`src/rtl/kvm_pkg.sv`:
```
package kvm_pkg;

    // operation codes carried in the request
    localparam logic [1:0] FUNC_ADD    = 2'd0;
    localparam logic [1:0] FUNC_SEARCH = 2'd1;
    localparam logic [1:0] FUNC_REMOVE = 2'd2;

    // config register indexes (word addresses)
    localparam logic REG_EMPTY_VALUE = 1'b0;

    localparam int KEY_W   = 32;
    localparam int VAL_W   = 32;
    localparam int COUNT_W = 5;
    localparam int ENTRY_W = 1 + KEY_W + VAL_W;

    typedef enum logic [1:0] {
        ST_CLEAR,
        ST_IDLE,
        ST_SCAN,
        ST_COMMIT
    } kvm_state_t;

    typedef struct packed {
        logic clear;
        logic start;
        logic scan;
        logic commit;
    } kvm_cmd_t;

    typedef struct packed {
        logic clear_last;
        logic scan_end;
        logic out_free;
    } kvm_status_t;

endpackage

```
`src/rtl/kvm_ctrl.sv`:
```
module kvm_ctrl
    import kvm_pkg::*;
(
    input  logic        aclk,
    input  logic        aresetn,
    input  logic        s_tvalid,
    output logic        s_tready,
    input  kvm_status_t status,
    output kvm_cmd_t    cmd
);

    kvm_state_t state_reg;
    kvm_state_t state_next;

    always_ff @(posedge aclk) begin
        if (!aresetn) begin
            state_reg <= ST_CLEAR;
        end else begin
            state_reg <= state_next;
        end
    end

    always_comb begin
        state_next = state_reg;
        cmd        = '0;
        s_tready   = 1'b0;
        case (state_reg)
            ST_CLEAR: begin
                cmd.clear = 1'b1;
                if (status.clear_last) begin
                    state_next = ST_IDLE;
                end
            end
            ST_IDLE: begin
                s_tready = 1'b1;
                if (s_tvalid) begin
                    cmd.start  = 1'b1;
                    state_next = ST_SCAN;
                end
            end
            ST_SCAN: begin
                cmd.scan = 1'b1;
                if (status.scan_end) begin
                    state_next = ST_COMMIT;
                end
            end
            ST_COMMIT: begin
                // wait for room in the output register
                if (status.out_free) begin
                    cmd.commit = 1'b1;
                    state_next = ST_IDLE;
                end
            end
            default: begin
                state_next = ST_CLEAR;
            end
        endcase
    end

endmodule

```
`src/rtl/kvm_dp.sv`:
```
module kvm_dp
    import kvm_pkg::*;
#(
    parameter int CAPACITY = 16
)
(
    input  logic              aclk,
    input  logic              aresetn,
    input  kvm_cmd_t          cmd,
    output kvm_status_t       status,
    input  logic [71:0]       s_tdata,
    input  logic [VAL_W-1:0]  empty_value,
    output logic              m_tvalid,
    input  logic              m_tready,
    output logic [39:0]       m_tdata
);

    localparam int AW = (CAPACITY > 1) ? $clog2(CAPACITY) : 1;
    localparam int CW = $clog2(CAPACITY + 1);
    localparam logic [AW-1:0] LAST_IDX = AW'(CAPACITY - 1);
    localparam logic [CW-1:0] CAP_CNT  = CW'(CAPACITY);

    // entry layout: valid, key, value
    logic [ENTRY_W-1:0] mem [CAPACITY];

    logic [1:0]         func_reg;
    logic [KEY_W-1:0]   key_reg;
    logic [VAL_W-1:0]   value_reg;

    logic [AW-1:0]      addr_reg;
    logic               issue_done_reg;
    logic               cmp_vld_reg;
    logic [AW-1:0]      cmp_idx_reg;
    logic [ENTRY_W-1:0] rd_data_reg;

    logic               hit_reg;
    logic [AW-1:0]      hit_idx_reg;
    logic [VAL_W-1:0]   hit_value_reg;
    logic               free_found_reg;
    logic [AW-1:0]      free_idx_reg;

    logic [CW-1:0]      count_reg;
    logic [CW-1:0]      count_next;
    logic               m_tvalid_reg;
    logic [39:0]        m_tdata_reg;

    logic               issue;
    logic               rd_valid;
    logic               rd_match;
    logic               wr_en;
    logic [AW-1:0]      wr_addr;
    logic [ENTRY_W-1:0] wr_data;
    logic               reject;
    logic [VAL_W-1:0]   res_value;

    assign issue    = cmd.scan && !issue_done_reg;
    assign rd_valid = rd_data_reg[ENTRY_W-1];
    assign rd_match = rd_valid && (rd_data_reg[ENTRY_W-2 -: KEY_W] == key_reg);

    assign status.clear_last = (addr_reg == LAST_IDX);
    assign status.scan_end   = cmp_vld_reg && (cmp_idx_reg == LAST_IDX);
    assign status.out_free   = !m_tvalid_reg || m_tready;

    // commit decision
    always_comb begin
        wr_en      = 1'b0;
        wr_addr    = hit_idx_reg;
        wr_data    = {1'b1, key_reg, value_reg};
        reject     = 1'b0;
        count_next = count_reg;
        if (func_reg == FUNC_ADD) begin
            if (hit_reg) begin
                wr_en = 1'b1;
            end else if (free_found_reg && (count_reg < CAP_CNT)) begin
                wr_en      = 1'b1;
                wr_addr    = free_idx_reg;
                count_next = count_reg + CW'(1);
            end else begin
                reject = 1'b1;
            end
        end else if (func_reg == FUNC_REMOVE) begin
            if (hit_reg) begin
                wr_en   = 1'b1;
                wr_data = {1'b0, key_reg, hit_value_reg};
                if (count_reg != '0) begin
                    count_next = count_reg - CW'(1);
                end
            end
        end
        res_value = hit_reg ? hit_value_reg : empty_value;
    end

    // table memory: one write port, one registered read port
    always_ff @(posedge aclk) begin
        if (cmd.clear) begin
            mem[addr_reg] <= '0;
        end else if (cmd.commit && wr_en) begin
            mem[wr_addr] <= wr_data;
        end
        rd_data_reg <= mem[addr_reg];
    end

    // request capture
    always_ff @(posedge aclk) begin
        if (cmd.start) begin
            func_reg  <= s_tdata[1:0];
            key_reg   <= s_tdata[33:2];
            value_reg <= s_tdata[65:34];
        end
    end

    // address counter and scan tracking
    always_ff @(posedge aclk) begin
        if (!aresetn) begin
            addr_reg       <= '0;
            issue_done_reg <= 1'b0;
            cmp_vld_reg    <= 1'b0;
            hit_reg        <= 1'b0;
            free_found_reg <= 1'b0;
        end else begin
            cmp_vld_reg <= issue;
            cmp_idx_reg <= addr_reg;
            if (cmd.start) begin
                addr_reg       <= '0;
                issue_done_reg <= 1'b0;
                hit_reg        <= 1'b0;
                free_found_reg <= 1'b0;
            end else begin
                if (cmd.clear && (addr_reg != LAST_IDX)) begin
                    addr_reg <= addr_reg + AW'(1);
                end
                if (issue) begin
                    if (addr_reg == LAST_IDX) begin
                        issue_done_reg <= 1'b1;
                    end else begin
                        addr_reg <= addr_reg + AW'(1);
                    end
                end
                if (cmp_vld_reg) begin
                    if (rd_match && !hit_reg) begin
                        hit_reg       <= 1'b1;
                        hit_idx_reg   <= cmp_idx_reg;
                        hit_value_reg <= rd_data_reg[VAL_W-1:0];
                    end
                    if (!rd_valid && !free_found_reg) begin
                        free_found_reg <= 1'b1;
                        free_idx_reg   <= cmp_idx_reg;
                    end
                end
            end
        end
    end

    // live count and output register
    always_ff @(posedge aclk) begin
        if (!aresetn) begin
            count_reg    <= '0;
            m_tvalid_reg <= 1'b0;
        end else begin
            if (cmd.commit) begin
                count_reg    <= count_next;
                m_tvalid_reg <= 1'b1;
            end else if (m_tready) begin
                m_tvalid_reg <= 1'b0;
            end
        end
    end

    always_ff @(posedge aclk) begin
        if (cmd.commit) begin
            m_tdata_reg <= {(count_next == '0), COUNT_W'(count_next),
                            reject, hit_reg, res_value};
        end
    end

    assign m_tvalid = m_tvalid_reg;
    assign m_tdata  = m_tdata_reg;

endmodule

```
`src/rtl/key_value_map_table.sv`:
```
// channel   direction  handshake             payload
// s_        in         s_tvalid / s_tready   s_tdata: func, key, value
// m_        out        m_tvalid / m_tready   m_tdata: result, flags, count
// apb       in         psel, penable, pwrite register 0 empty_value at 0x0
//
// one request passes through accept, a read of every table slot through the
// single memory read port with registered read data, then a commit.
// after reset the table runs a clearing pass over every slot, s_tready low.
// the result sits in an output register; the next request is accepted while
// it waits, and the commit of that request stalls until the register frees.
module key_value_map_table
    import kvm_pkg::*;
#(
    parameter int CAPACITY = 16
)
(
    input  logic        aclk,
    input  logic        aresetn,
    // apb configuration
    input  logic        psel,
    input  logic        penable,
    input  logic        pwrite,
    input  logic [2:0]  paddr,
    input  logic [31:0] pwdata,
    output logic [31:0] prdata,
    output logic        pready,
    // request stream
    input  logic        s_tvalid,
    output logic        s_tready,
    input  logic [71:0] s_tdata,   // func [1:0], key [33:2], value [65:34], zero pad
    // result stream
    output logic        m_tvalid,
    input  logic        m_tready,
    output logic [39:0] m_tdata    // result_value [31:0], found [32], full_reject [33],
                                   // entry_count [38:34], is_empty [39]
);

    kvm_cmd_t    cmd;
    kvm_status_t status;

    logic [VAL_W-1:0] empty_value_reg;
    logic             cfg_wr;

    // apb: single register, word address taken from paddr[2]
    assign pready = 1'b1;
    assign cfg_wr = psel && penable && pwrite && pready;

    always_ff @(posedge aclk) begin
        if (!aresetn) begin
            empty_value_reg <= '0;
        end else if (cfg_wr && (paddr[2] == REG_EMPTY_VALUE)) begin
            empty_value_reg <= pwdata;
        end
    end

    // reads of anything but the one register return zero
    assign prdata = (paddr[2] == REG_EMPTY_VALUE) ? empty_value_reg : '0;

    // sequencer: clear pass, accept, scan, commit
    kvm_ctrl u_ctrl (
        .aclk     (aclk),
        .aresetn  (aresetn),
        .s_tvalid (s_tvalid),
        .s_tready (s_tready),
        .status   (status),
        .cmd      (cmd)
    );

    // table memory, scan compare, live count and result register
    kvm_dp #(
        .CAPACITY (CAPACITY)
    ) u_dp (
        .aclk        (aclk),
        .aresetn     (aresetn),
        .cmd         (cmd),
        .status      (status),
        .s_tdata     (s_tdata),
        .empty_value (empty_value_reg),
        .m_tvalid    (m_tvalid),
        .m_tready    (m_tready),
        .m_tdata     (m_tdata)
    );

endmodule

```
`config.mk`:
```
export PLATFORM = sky130hd
export DESIGN_NAME = key_value_map_table
export DESIGN_NICKNAME = d
export VERILOG_FILES = /design/src/rtl/kvm_pkg.sv /design/src/rtl/kvm_ctrl.sv /design/src/rtl/kvm_dp.sv /design/src/rtl/key_value_map_table.sv
export SDC_FILE = /design/constraint.sdc
export NUM_CORES = 1
export LEC_CHECK = 0
export ABC_CLOCK_PERIOD_IN_PS = 6000
export BUFFER_PORTS_ARGS = -buffer_cell sky130_fd_sc_hd__buf_2
export CELL_PAD_IN_SITES_DETAIL_PLACEMENT = 1
export CELL_PAD_IN_SITES_GLOBAL_PLACEMENT = 1
export CORE_MARGIN = 2
export CORE_UTILIZATION = 40
export CTS_BUF_LIST = sky130_fd_sc_hd__clkbuf_16
export DETAILED_ROUTE_END_ITERATION = 8
export PLACE_DENSITY = 0.66
export SYNTH_ARGS = -nofsm -noshare
export SYNTH_HDL_FRONTEND = slang
export SYNTH_SLANG_ARGS = --single-unit
export TNS_END_PERCENT = 10
```
`constraint.sdc`:
```
create_clock -name aclk -period 6 [get_ports aclk]
set_input_delay 1.2 -clock aclk [delete_from_list [all_inputs] [get_ports aclk]]
set_output_delay 1.2 -clock aclk [all_outputs]
set_load 0.02 [all_outputs]
```
==> flow_summary_export.csv <==
group,metric,value,unit
yosys,synth-edff-count,1190,
sta,drv_slew,0,
cells_and_area,stdcell_count,4227,
grt,grt.total_usage,18.6,%
floorplan,rows,128,
detailed_routing,ant_nets,0,
floorplan,core,0.122,mm2
detailed_routing,firstDrtPassIters,5,
cells_and_area,design_area,0.0562,mm2
grt,grt_max_degree,129,
setup_path,crit_chain,"buf_4 -> nor3_1 -> nand2_1 -> o31ai_1 -> a21oi_1 -> nor2_4 -> buf_4",
clocking,path_clk_slew,0.06,ns
grt,antenna_found_initial,2,
status,status,"finished clean",
cells_and_area,synthToLayoutAreaGrowth,15.0,%
yosys,netlist_instances,2244,
placed_design,dp.cells,3982,
grt,grt_pass1_vias,24800,
floorplan,initial_core_util,40.2,%
sta,grt_setup_unrepaired,"false",
grt,grt_pass1_wl,170,mm
floorplan,pin_count,189,
yosys,yosys.cell_count.top_type,"edfxtp_1",
placed_design,place.gp.congestion,0.760,
placed_design,portBuffers,179,
detailed_routing,num_vias,23000,
cells_and_area,largest_register_ffs,1040,
yosys,ys_top_cells_by_area,"edfxtp_1, mux4_2, dfxtp_1",
yosys,ys_seq_elements,1303,
setup_path,crit_path_start_kind,"flop",
sta,hold_viol,0,
setup_path,worstSetupEndpointType,"flop",
floorplan,die-height,354,um
clocking,root_buffer,"clkbuf_16",
yosys,yosys.cell_types.count,54,
cells_and_area,n_antenna_cell,0,
placed_design,place_area,0.0519,mm2
setup_path,worstSetupPathType,"flop to flop",
detailed_routing,wl_per_cell,27.2,um
sta,period_needed,3.93,ns
yosys,synth_top_cells_by_count,"edfxtp_1, mux4_2, nand2_1",
sta,whs,0.403,ns
placed_design,dpl.hpwl,61.7,mm
detailed_routing,viasPerCell,5.45,
clocking,cts_setup_buffers,0,
clocking,clock_latency,0.76,ns
setup_path,cp.arrival,4.34,ns
power,ir_drop,0.326,mV
clocking,clock_sinks,1303,
sta,slew_headroom,17.1,%
power,p_leak,0.0198,uW
yosys,async_reset_ff_share,0,%
yosys,synth_top_area_share,73.1,%
clocking,cts-buffers-inserted,133,
yosys,syn-num-nets,2366,
sta,clock_skew,0.0315,ns
clocking,postCtsHoldBufs,0,
sta,setup_viol,0,
yosys,yosys_warnings,0,
cells_and_area,drive_gt1_share,30.4,%
yosys,synth.largest_area_cell,"edfxtp_1",
clocking,cts_tree,"built",
yosys,syn_area,0.0489,mm2
power,power_density,390,mW/mm2
floorplan,die_area,0.125,mm2
grt,gr-total-overflow,0,
setup_path,crit_slowest_cell,"nor2_4",
sta,fin_crit_sh,65.6,%
hold_path,worstHoldPathType,"flop to flop",
yosys,synth_flop_cell,"edfxtp_1",
sta,worstMarginPinSlew,1.24,ns
clocking,cts_resized,0,
setup_path,cp.required,6.40,ns
run,maxCapViolCount,0,
sta,tns,0,ns
clocking,htreeDepth,4,
yosys,syn_avg_cell_area,21.8,um2
detailed_routing,drtIter0Drc,2087,
yosys,ys_seq_area_share,77.7,%
setup_path,worstPathMaxFanout,44,
setup_path,slowest_delay,0.73,ns
floorplan,die_w,354,um
detailed_routing,drc,0,
clocking,cts_buffer_depth,3,
setup_path,crit_top_cell,"buf_4",
detailed_routing,totalWireLength,115,mm
sta,max_freq,254,MHz
cells_and_area,nets,2614,
==> routing by layer <==
| layer | global-route usage, % | wire length [um] | vias to the layer above |
|---|---|---|---|
| li1 | - | - | 9728 |
| met5 | 0 | 11 | - |
| met1 | 25.5 | 49200 | 12400 |
| met3 | 3.51 | 6420 | 160 |
| met4 | 5.17 | 2420 | 2 |
| met2 | 30.6 | 56700 | 741 |
==> power by group <==
group	internal, uW	leakage, uW	switching [uW]
sequential	10700	0.0135	339
combinational	1390	0.00408	1460
clock	4590	0.00219	3460
==> cell families (layout without fill, tap and decap cells) <==
group / count (synthesis) / count (layout) / synth area share (%)
mux: 360 / 360 / 15.8
fa+ha+maj: 8 / 8 / 0.205
buf+inv: 126 / 484 / 1.36
simple gates: 296 / 296 / 2.98
other cells: 1 / 1 / 0.00767
compound gates: 114 / 114 / 1.33
flops: 1303 / 1303 / 77.7
xor+xnor: 36 / 36 / 0.645
==> per-stage QoR <==
| step | setup WS (ns) | utilization, % | total power [uW] |
|---|---|---|---|
| 6_report | 2.07 | 46.2 | 21900 |
| 5_1_grt | 1.88 | 46.2 | 22700 |
| 4_1_cts | 2.10 | 46.2 | 22200 |
| 3_5_place_dp | 1.65 | 42.7 | 14100 |
| 3_3_place_gp | 1.70 | 42.7 | 14000 |
| 2_1_floorplan | 0.799 | - | 13200 |
==> cell usage in the layout, fill, tap and decap left out, types with 3 or more instances in the layout <==
cell	n
buf_2	179
o21ai_0	11
nor2b_1	37
nand2_1	143
buf_4	27
and3b_1	3
nand4_1	10
edfxtp_1	1190
nor3_1	7
mux4_2	325
clkinv_2	16
o31ai_1	4
dfxtp_4	3
inv_6	4
inv_1	42
xnor2_1	33
nor4b_1	3
and2_1	32
a311oi_1	3
nor2_1	15
bufinv_16	12
clkinv_1	37
buf_12	18
a21oi_1	78
mux2_2	33
xor2_1	3
clkbuf_16	133
clkinv_8	10
nor3b_1	4
nand2b_1	6
dfxtp_1	109
ha_1	8
nand3_1	6
nor2_4	16
==> critical path: cells and delay by family, from the launching register on <==
family | cells | cell delay (ns)
compound gates | 2 | 0.77
buf+inv | 2 | 0.73
flops | 1 | 0.31
simple gates | 3 | 1.74
==> worst paths after layout <==
check | slack [ns] | endpoint | start | cells after the start
hold / removal | 0.40 | u_dp.hit_value_reg[21]$_DFFE_PP_ | u_dp.rd_data_reg[21]$_DFF_P_ | 0
hold reg to reg | 0.40 | u_dp.hit_value_reg[21]$_DFFE_PP_ | u_dp.rd_data_reg[21]$_DFF_P_ | 0
setup / recovery | 2.07 | u_dp.mem[0][24]$_DFFE_PP_ | u_dp.hit_reg$_SDFFE_PP0P_ | 7
setup reg to reg | 2.07 | u_dp.mem[0][24]$_DFFE_PP_ | u_dp.hit_reg$_SDFFE_PP0P_ | 7
==> area by class of cell <==
| cell class | count | area (um2) |
|---|---|---|
| fill | 11100 | 65300 |
| sequential | 1303 | 38000 |
| multi-input combinational | 815 | 10400 |
| clock buffer | 133 | 3330 |
| tap | 1625 | 2030 |
| timing repair buffer | 224 | 1460 |
| clock inverter | 112 | 941 |
| inverter | 15 | 61.3 |
No activity file was read; power rests on OpenSTA's default activity.
